File: config.mk
export PLATFORM = sky130hd
export DESIGN_NAME = header_length_frame_deframer
export DESIGN_NICKNAME = d
export VERILOG_FILES = /design/src/hw/rtl/hlfd_pkg.sv /design/src/hw/rtl/header_length_frame_deframer.sv
export SDC_FILE = /design/constraint.sdc
export NUM_CORES = 1
export LEC_CHECK = 0
export BUFFER_PORTS_ARGS = -buffer_cell sky130_fd_sc_hd__buf_2
export CELL_PAD_IN_SITES_DETAIL_PLACEMENT = 0
export CELL_PAD_IN_SITES_GLOBAL_PLACEMENT = 1
export CORE_MARGIN = 1
export CORE_UTILIZATION = 41
export DETAILED_ROUTE_END_ITERATION = 8
export GPL_ROUTABILITY_DRIVEN = 0
export GPL_TIMING_DRIVEN = 0
export PLACE_DENSITY = 0.74
export SLEW_MARGIN = 20
export SYNTH_ARGS = -nofsm -noshare
export SYNTH_HDL_FRONTEND = slang
export SYNTH_SLANG_ARGS = --single-unit
export TNS_END_PERCENT = 100
File: constraint.sdc
create_clock -name clk -period 5 [get_ports clk]
set_clock_uncertainty 0.15 [all_clocks]
set_input_delay 1 -clock clk [delete_from_list [all_inputs] [get_ports clk]]
set_output_delay 1 -clock clk [all_outputs]
set_load 0.02 [all_outputs]
File: src/hw/rtl/hlfd_pkg.sv
// Shared types and constants for the header/length frame deframer.
`timescale 1ns / 1ps

package hlfd_pkg;

  localparam int unsigned BYTE_W  = 8;
  localparam int unsigned HALF_W  = 16;
  localparam int unsigned CFG_IDX_W = 1;

  localparam logic [BYTE_W-1:0] RESET_FIRST_HEADER  = 8'h5A;
  localparam logic [BYTE_W-1:0] RESET_SECOND_HEADER = 8'hA5;

  // Configuration register indexes
  localparam logic [CFG_IDX_W-1:0] CFG_FIRST_HEADER  = 1'b0;
  localparam logic [CFG_IDX_W-1:0] CFG_SECOND_HEADER = 1'b1;

  // Payload positions that are kept
  localparam logic [BYTE_W-1:0] POS_COMMAND  = 8'd0;
  localparam logic [BYTE_W-1:0] POS_ADDR_HI  = 8'd1;
  localparam logic [BYTE_W-1:0] POS_ADDR_LO  = 8'd2;
  localparam logic [BYTE_W-1:0] POS_COUNT    = 8'd3;
  localparam logic [BYTE_W-1:0] POS_VALUE_HI = 8'd4;
  localparam logic [BYTE_W-1:0] POS_VALUE_LO = 8'd5;

  typedef enum logic [1:0] {
    ST_IDLE,
    ST_LENGTH,
    ST_PAYLOAD
  } state_t;

endpackage

File: src/hw/rtl/header_length_frame_deframer.sv
// Top level of the two-byte-header, length-prefixed frame deframer.
`timescale 1ns / 1ps

// Takes one received byte per cycle and finds frames of the form
// second_header, length, payload. A first_header byte aborts any frame in
// progress; a second_header byte restarts length capture. Payload bytes 0..5
// give command, address (high first), word count and value (high first);
// positions not received read as zero. A result is presented in the cycle after
// the last payload byte (or the length byte when the length is zero) is
// taken. Throughput is one byte per cycle: all per-byte work is a single
// state update into a registered result stage. The input stalls only while
// a result sits in the output register and is not being taken.
module header_length_frame_deframer (
  input  logic                         clk,
  input  logic                         rst_n,

  input  logic                         cfg_we,
  input  logic [hlfd_pkg::CFG_IDX_W-1:0] cfg_index,
  input  logic [hlfd_pkg::BYTE_W-1:0]  cfg_data,

  input  logic                         in_valid,
  output logic                         in_ready,
  input  logic [hlfd_pkg::BYTE_W-1:0]  in_rx_byte,

  output logic                         out_valid,
  input  logic                         out_ready,
  output logic [hlfd_pkg::BYTE_W-1:0]  out_command,
  output logic [hlfd_pkg::HALF_W-1:0]  out_address,
  output logic [hlfd_pkg::BYTE_W-1:0]  out_word_count,
  output logic [hlfd_pkg::HALF_W-1:0]  out_value,
  output logic [hlfd_pkg::BYTE_W-1:0]  out_frame_length
);

  logic [hlfd_pkg::BYTE_W-1:0] first_hdr_r, second_hdr_r;

  hlfd_pkg::state_t state_r, state_nxt;

  logic [hlfd_pkg::BYTE_W-1:0] exp_len_r, exp_len_nxt;
  logic [hlfd_pkg::BYTE_W-1:0] cnt_r, cnt_nxt;
  logic [hlfd_pkg::BYTE_W-1:0] cnt_inc;
  logic [hlfd_pkg::BYTE_W-1:0] cmd_r, cmd_nxt;
  logic [hlfd_pkg::HALF_W-1:0] addr_r, addr_nxt;
  logic [hlfd_pkg::BYTE_W-1:0] wcnt_r, wcnt_nxt;
  logic [hlfd_pkg::HALF_W-1:0] val_r, val_nxt;

  logic                        out_valid_r;
  logic [hlfd_pkg::BYTE_W-1:0] out_cmd_r;
  logic [hlfd_pkg::HALF_W-1:0] out_addr_r;
  logic [hlfd_pkg::BYTE_W-1:0] out_wcnt_r;
  logic [hlfd_pkg::HALF_W-1:0] out_val_r;
  logic [hlfd_pkg::BYTE_W-1:0] out_len_r;

  logic in_acc;
  logic is_first, is_second;
  logic emit;
  logic last_byte;

  assign in_ready  = !out_valid_r || out_ready;
  assign in_acc    = in_valid && in_ready;
  assign is_first  = (in_rx_byte == first_hdr_r);
  assign is_second = (in_rx_byte == second_hdr_r);
  assign cnt_inc   = cnt_r + 8'd1;
  assign last_byte = (cnt_inc >= exp_len_r);

  // Configuration registers
  always_ff @(posedge clk) begin
    if (!rst_n) begin
      first_hdr_r  <= hlfd_pkg::RESET_FIRST_HEADER;
      second_hdr_r <= hlfd_pkg::RESET_SECOND_HEADER;
    end else if (cfg_we) begin
      unique case (cfg_index)
        hlfd_pkg::CFG_FIRST_HEADER:  first_hdr_r  <= cfg_data;
        hlfd_pkg::CFG_SECOND_HEADER: second_hdr_r <= cfg_data;
        default: ;
      endcase
    end
  end

  // Next state; header bytes win over everything else
  always_comb begin
    state_nxt = state_r;
    if (in_acc) begin
      if (is_first) begin
        state_nxt = hlfd_pkg::ST_IDLE;
      end else if (is_second) begin
        state_nxt = hlfd_pkg::ST_LENGTH;
      end else begin
        unique case (state_r)
          hlfd_pkg::ST_LENGTH: begin
            state_nxt = (in_rx_byte == '0) ? hlfd_pkg::ST_IDLE : hlfd_pkg::ST_PAYLOAD;
          end
          hlfd_pkg::ST_PAYLOAD: begin
            if (last_byte) state_nxt = hlfd_pkg::ST_IDLE;
          end
          default: state_nxt = state_r;
        endcase
      end
    end
  end

  // Frame datapath and result strobe
  always_comb begin
    exp_len_nxt = exp_len_r;
    cnt_nxt     = cnt_r;
    cmd_nxt     = cmd_r;
    addr_nxt    = addr_r;
    wcnt_nxt    = wcnt_r;
    val_nxt     = val_r;
    emit        = 1'b0;
    if (in_acc && !is_first && !is_second) begin
      unique case (state_r)
        hlfd_pkg::ST_LENGTH: begin
          // clear the payload fields so short frames read zero
          exp_len_nxt = in_rx_byte;
          cnt_nxt     = '0;
          cmd_nxt     = '0;
          addr_nxt    = '0;
          wcnt_nxt    = '0;
          val_nxt     = '0;
          emit        = (in_rx_byte == '0);
        end
        hlfd_pkg::ST_PAYLOAD: begin
          case (cnt_r)
            hlfd_pkg::POS_COMMAND:  cmd_nxt = in_rx_byte;
            hlfd_pkg::POS_ADDR_HI:  addr_nxt = {in_rx_byte, addr_r[7:0]};
            hlfd_pkg::POS_ADDR_LO:  addr_nxt = {addr_r[15:8], in_rx_byte};
            hlfd_pkg::POS_COUNT:    wcnt_nxt = in_rx_byte;
            hlfd_pkg::POS_VALUE_HI: val_nxt = {in_rx_byte, val_r[7:0]};
            hlfd_pkg::POS_VALUE_LO: val_nxt = {val_r[15:8], in_rx_byte};
            default: ;
          endcase
          cnt_nxt = cnt_inc;
          emit    = last_byte;
        end
        default: ;
      endcase
    end
  end

  always_ff @(posedge clk) begin
    if (!rst_n) begin
      state_r <= hlfd_pkg::ST_IDLE;
    end else begin
      state_r <= state_nxt;
    end
  end

  // Frame fields are always rewritten at the length byte before use
  always_ff @(posedge clk) begin
    exp_len_r <= exp_len_nxt;
    cnt_r     <= cnt_nxt;
    cmd_r     <= cmd_nxt;
    addr_r    <= addr_nxt;
    wcnt_r    <= wcnt_nxt;
    val_r     <= val_nxt;
  end

  // Result register: hold until taken
  always_ff @(posedge clk) begin
    if (!rst_n) begin
      out_valid_r <= 1'b0;
    end else if (emit) begin
      out_valid_r <= 1'b1;
    end else if (out_ready) begin
      out_valid_r <= 1'b0;
    end
  end

  always_ff @(posedge clk) begin
    if (emit) begin
      out_cmd_r  <= cmd_nxt;
      out_addr_r <= addr_nxt;
      out_wcnt_r <= wcnt_nxt;
      out_val_r  <= val_nxt;
      out_len_r  <= exp_len_nxt;
    end
  end

  assign out_valid        = out_valid_r;
  assign out_command      = out_cmd_r;
  assign out_address      = out_addr_r;
  assign out_word_count   = out_wcnt_r;
  assign out_value        = out_val_r;
  assign out_frame_length = out_len_r;

`ifndef SYNTH
  a_payload_count_bound: assert property (@(posedge clk) disable iff (!rst_n)
    state_r == hlfd_pkg::ST_PAYLOAD |-> (cnt_r < exp_len_r))
    else $error("payload count reached frame length while collecting");

  a_first_header_aborts: assert property (@(posedge clk) disable iff (!rst_n)
    in_acc && (in_rx_byte == first_hdr_r) |=> state_r == hlfd_pkg::ST_IDLE && !$rose(out_valid))
    else $error("first header did not abort the frame");

  a_second_header_arms: assert property (@(posedge clk) disable iff (!rst_n)
    in_acc && (in_rx_byte != first_hdr_r) && (in_rx_byte == second_hdr_r)
    |=> state_r == hlfd_pkg::ST_LENGTH)
    else $error("second header did not arm length capture");

  a_empty_frame_zero: assert property (@(posedge clk) disable iff (!rst_n)
    out_valid_r && (out_len_r == '0) |-> (out_cmd_r == '0) && (out_addr_r == '0)
      && (out_wcnt_r == '0) && (out_val_r == '0))
    else $error("zero-length frame carries payload");

  a_no_result_overwrite: assert property (@(posedge clk) disable iff (!rst_n)
    out_valid_r && !out_ready |-> !emit)
    else $error("result overwritten before it was taken");
`endif

endmodule
==> out/qor.txt <==
Outcome -> complete, no violations
Area Overhead vs Synth -> 21.98%
Remaining antenna violation count after routing -> 0
# hold bufs at CTS -> 0
# port buffers -> 78
Worst skew pair latency -> 420 ps
Die ar. -> 14360 um2
Asr flop ratio synth -> 0%
Longest Clk Path Bufs -> 2
Crit Path Class -> register to register
DR iter-0 viols -> 280
Commonest non-fill, non-tap cell in the layout -> buf_2
Residual DRC -> 0
Final slew viol count -> 0
Num CTS Buffers -> 17
Logic pwr share -> 17.2%
Clock power share -> 36.0%
Reg2reg end -> out_address[14]$_DFFE_PP_
Fmax -> 287.7 MHz
Internal cell power -> 2.450 mW
Total power -> 3.359 mW
Critical Path Source Type -> register
Mapped Avg Cell Area -> 11.30 um2
RSZ-0062 raised after global routing -> no
Main synth FF type -> dfxtp_1
Synth warn -> 0
Hold Slack -> 317.0 ps
First-pass GRT wire length -> 21050 um
Mapped cell area -> 5693 um2
Worst Path Required -> 5020 ps
DR vias/cell -> 5.426
Crit path capture type -> register
Root buffer cell -> clkbuf_16
Max VDD drop -> 0.1698 mV
Antenna cells -> 0
EDFF count, synth -> 64
Final worst-path cycle share -> 69.51%
CTS resizes -> 0
Hold endpoint -> first_hdr_r[2]$_SDFFE_PN0P_
Die W -> 119.8 um
Min Tclk post-route -> 3475 ps
Initial antenna violation count -> 0
Largest net degree at the start of global routing -> 28
Top fanout value on the critical path -> 27
Total track usage -> 19.59%
Distinct cell type count after synthesis -> 48
Core area -> 13400 um2
Pwr/cell area -> 483.8 nW/um2
Hold Path Depth -> 2
HPWL after DPL -> 9480 um
Final Hold Vio Count -> 0
Seq cells post-synth -> 139
Vias -> 4297
WL/cell -> 17.02 um
Worst-Margin Slew -> 629.6 ps
Syn Nets -> 540
Placed Cells -> 760
R2R setup slack -> 1520 ps
Max Cap Viol -> 0
Initial cell density of the core -> 42.48%
Crit path DAT -> 3490 ps
Setup bufs post-CTS -> 0
Switching part of the total -> 27.08%
Clk pin slew, worst setup/hold paths -> 50 ps
Cell Rows -> 42
Register area share after synthesis -> 60.13%
Layout Nets -> 639
Sw Pwr -> 0.9098 mW
CTS tree -> built
Layout cells sized above 1 -> 21.10%
Ports -> 80
Hold Crit Start -> first_hdr_r[2]$_SDFFE_PN0P_
Seq pwr share -> 46.8%
Highest-count cells in the layout ignoring fill and taps -> 80 x buf_2, 75 x dfxtp_1, 64 x edfxtp_1
H-tree depth -> 4
Worst min path class -> register to register
Leakage power -> 2.524 nW
Clock sinks -> 139
Total iterations of the first detailed-routing run -> 5
Final WL -> 13480 um
Crit path from -> cnt_r[2]$_SDFFCE_PN0P_
FF-to-FF path depth -> 11
Final setup violation count -> 0
Rel. slew slack -> 56.94%
GRT overflow -> 0
RR Startpoint -> cnt_r[2]$_SDFFCE_PN0P_
Non-filler cells, final -> 792
Vias in the first global route -> 4150
Gate count of the mapped netlist -> 504
DIE HEIGHT -> 119.8 um
metrics by stage:
step / TNS [ps] / util (%) / worst slack [ps] / cell area (um2)
after floorplan: 0 / - / 139.7 / 5693
after detailed placement: 0 / 47.51 / 1517 / 6366
after global routing: 0 / 51.82 / 1219 / 6944
after CTS: 0 / 51.82 / 1519 / 6944
final: 0 / 51.82 / 1525 / 6944
after global placement: -59040 / 47.04 / -1058 / 6304
sequential cells by signal (all words and copies together) (netlist names), 16 cells and up:
register	cells
val_r	16
out_value	16
out_address	16
addr_r	16
power groups by stage:
stage                     registers (mW)  clock network [mW]  logic [mW]
final                               1.57                1.21       0.576
after detailed placement            1.59                   0       0.568
after floorplan                     1.56                   0       0.402
after global placement              1.58                   0       0.543
after CTS                           1.57                1.22       0.573
after global routing                1.59                1.27       0.643
cells in the mapped netlist, types with 5 or more instances:
cell type / n / area share, %
dfxtp_1: 75 / 26
edfxtp_1: 64 / 34
nand3_1: 63 / 5.5
nand2_1: 50 / 3.3
o21ai_0: 46 / 4.0
o211ai_1: 35 / 4.6
clkbuf_1: 21 / 1.4
xor2_1: 18 / 2.8
inv_1: 15 / 0.99
ha_1: 14 / 3.1
o311ai_0: 12 / 1.8
a21oi_1: 11 / 0.97
and2_1: 8 / 0.88
mux2_4: 8 / 2.1
and3_1: 5 / 0.55
kinds of logic (layout without fill, tap and decap cells):
group	after synthesis	in the layout	synth area share, %
and+or+nand+nor	153	153	13.76
xor gates and xnor gates	22	22	3.385
DFF	139	139	60.13
AOI/OAI and AO/OA	125	125	14.42
buffers and inverters	43	155	3.121
adders and majority gates	14	14	3.077
muxes	8	8	2.110
critical path, stage by stage, from the launching register on:
cell,delay [ps]
edfxtp_1,310
clkbuf_1,340
and3_1,260
and3_1,180
xor2_1,220
ha_1,310
a211oi_1,300
nand2_1,110
o21bai_1,180
a32oi_1,420
nor2_4,190
buf_16,230
layout make-up:
class,count,area (um2)
clock inverters,5,53.80
plain buffers,28,121.4
multi-input cells,322,2100
well taps,176,220.2
inverters,15,56.30
fillers,1216,6456
clock buffers,27,524.3
flip-flops and latches,139,3423
repair buffers,80,445.4
how the worst max path moves through the flow:
stage | slack [ps] | depth (start not counted) | end
2_1_floorplan | 140 | 6 | out_address[0]$_DFFE_PP_
3_3_place_gp | -1060 | 7 | out_value[5]$_DFFE_PP_
3_5_place_dp | 1520 | 8 | out_address[12]$_DFFE_PP_
4_1_cts | 1520 | 11 | out_address[14]$_DFFE_PP_
5_1_grt | 1220 | 11 | out_value[2]$_DFFE_PP_
6_report | 1520 | 11 | out_address[14]$_DFFE_PP_
metal layers:
| layer | global-route usage (%) | up-vias | share of wire, % |
|---|---|---|---|
| met1 | 24.68 | 2051 | 45 |
| met5 | 0 | - | 0 |
| met3 | 4.468 | 25 | 5.5 |
| met2 | 31.03 | 142 | 46 |
| li1 | - | 2079 | - |
| met4 | 11.02 | 0 | 2.9 |
Note: power is estimated with default switching activity, not from simulation.
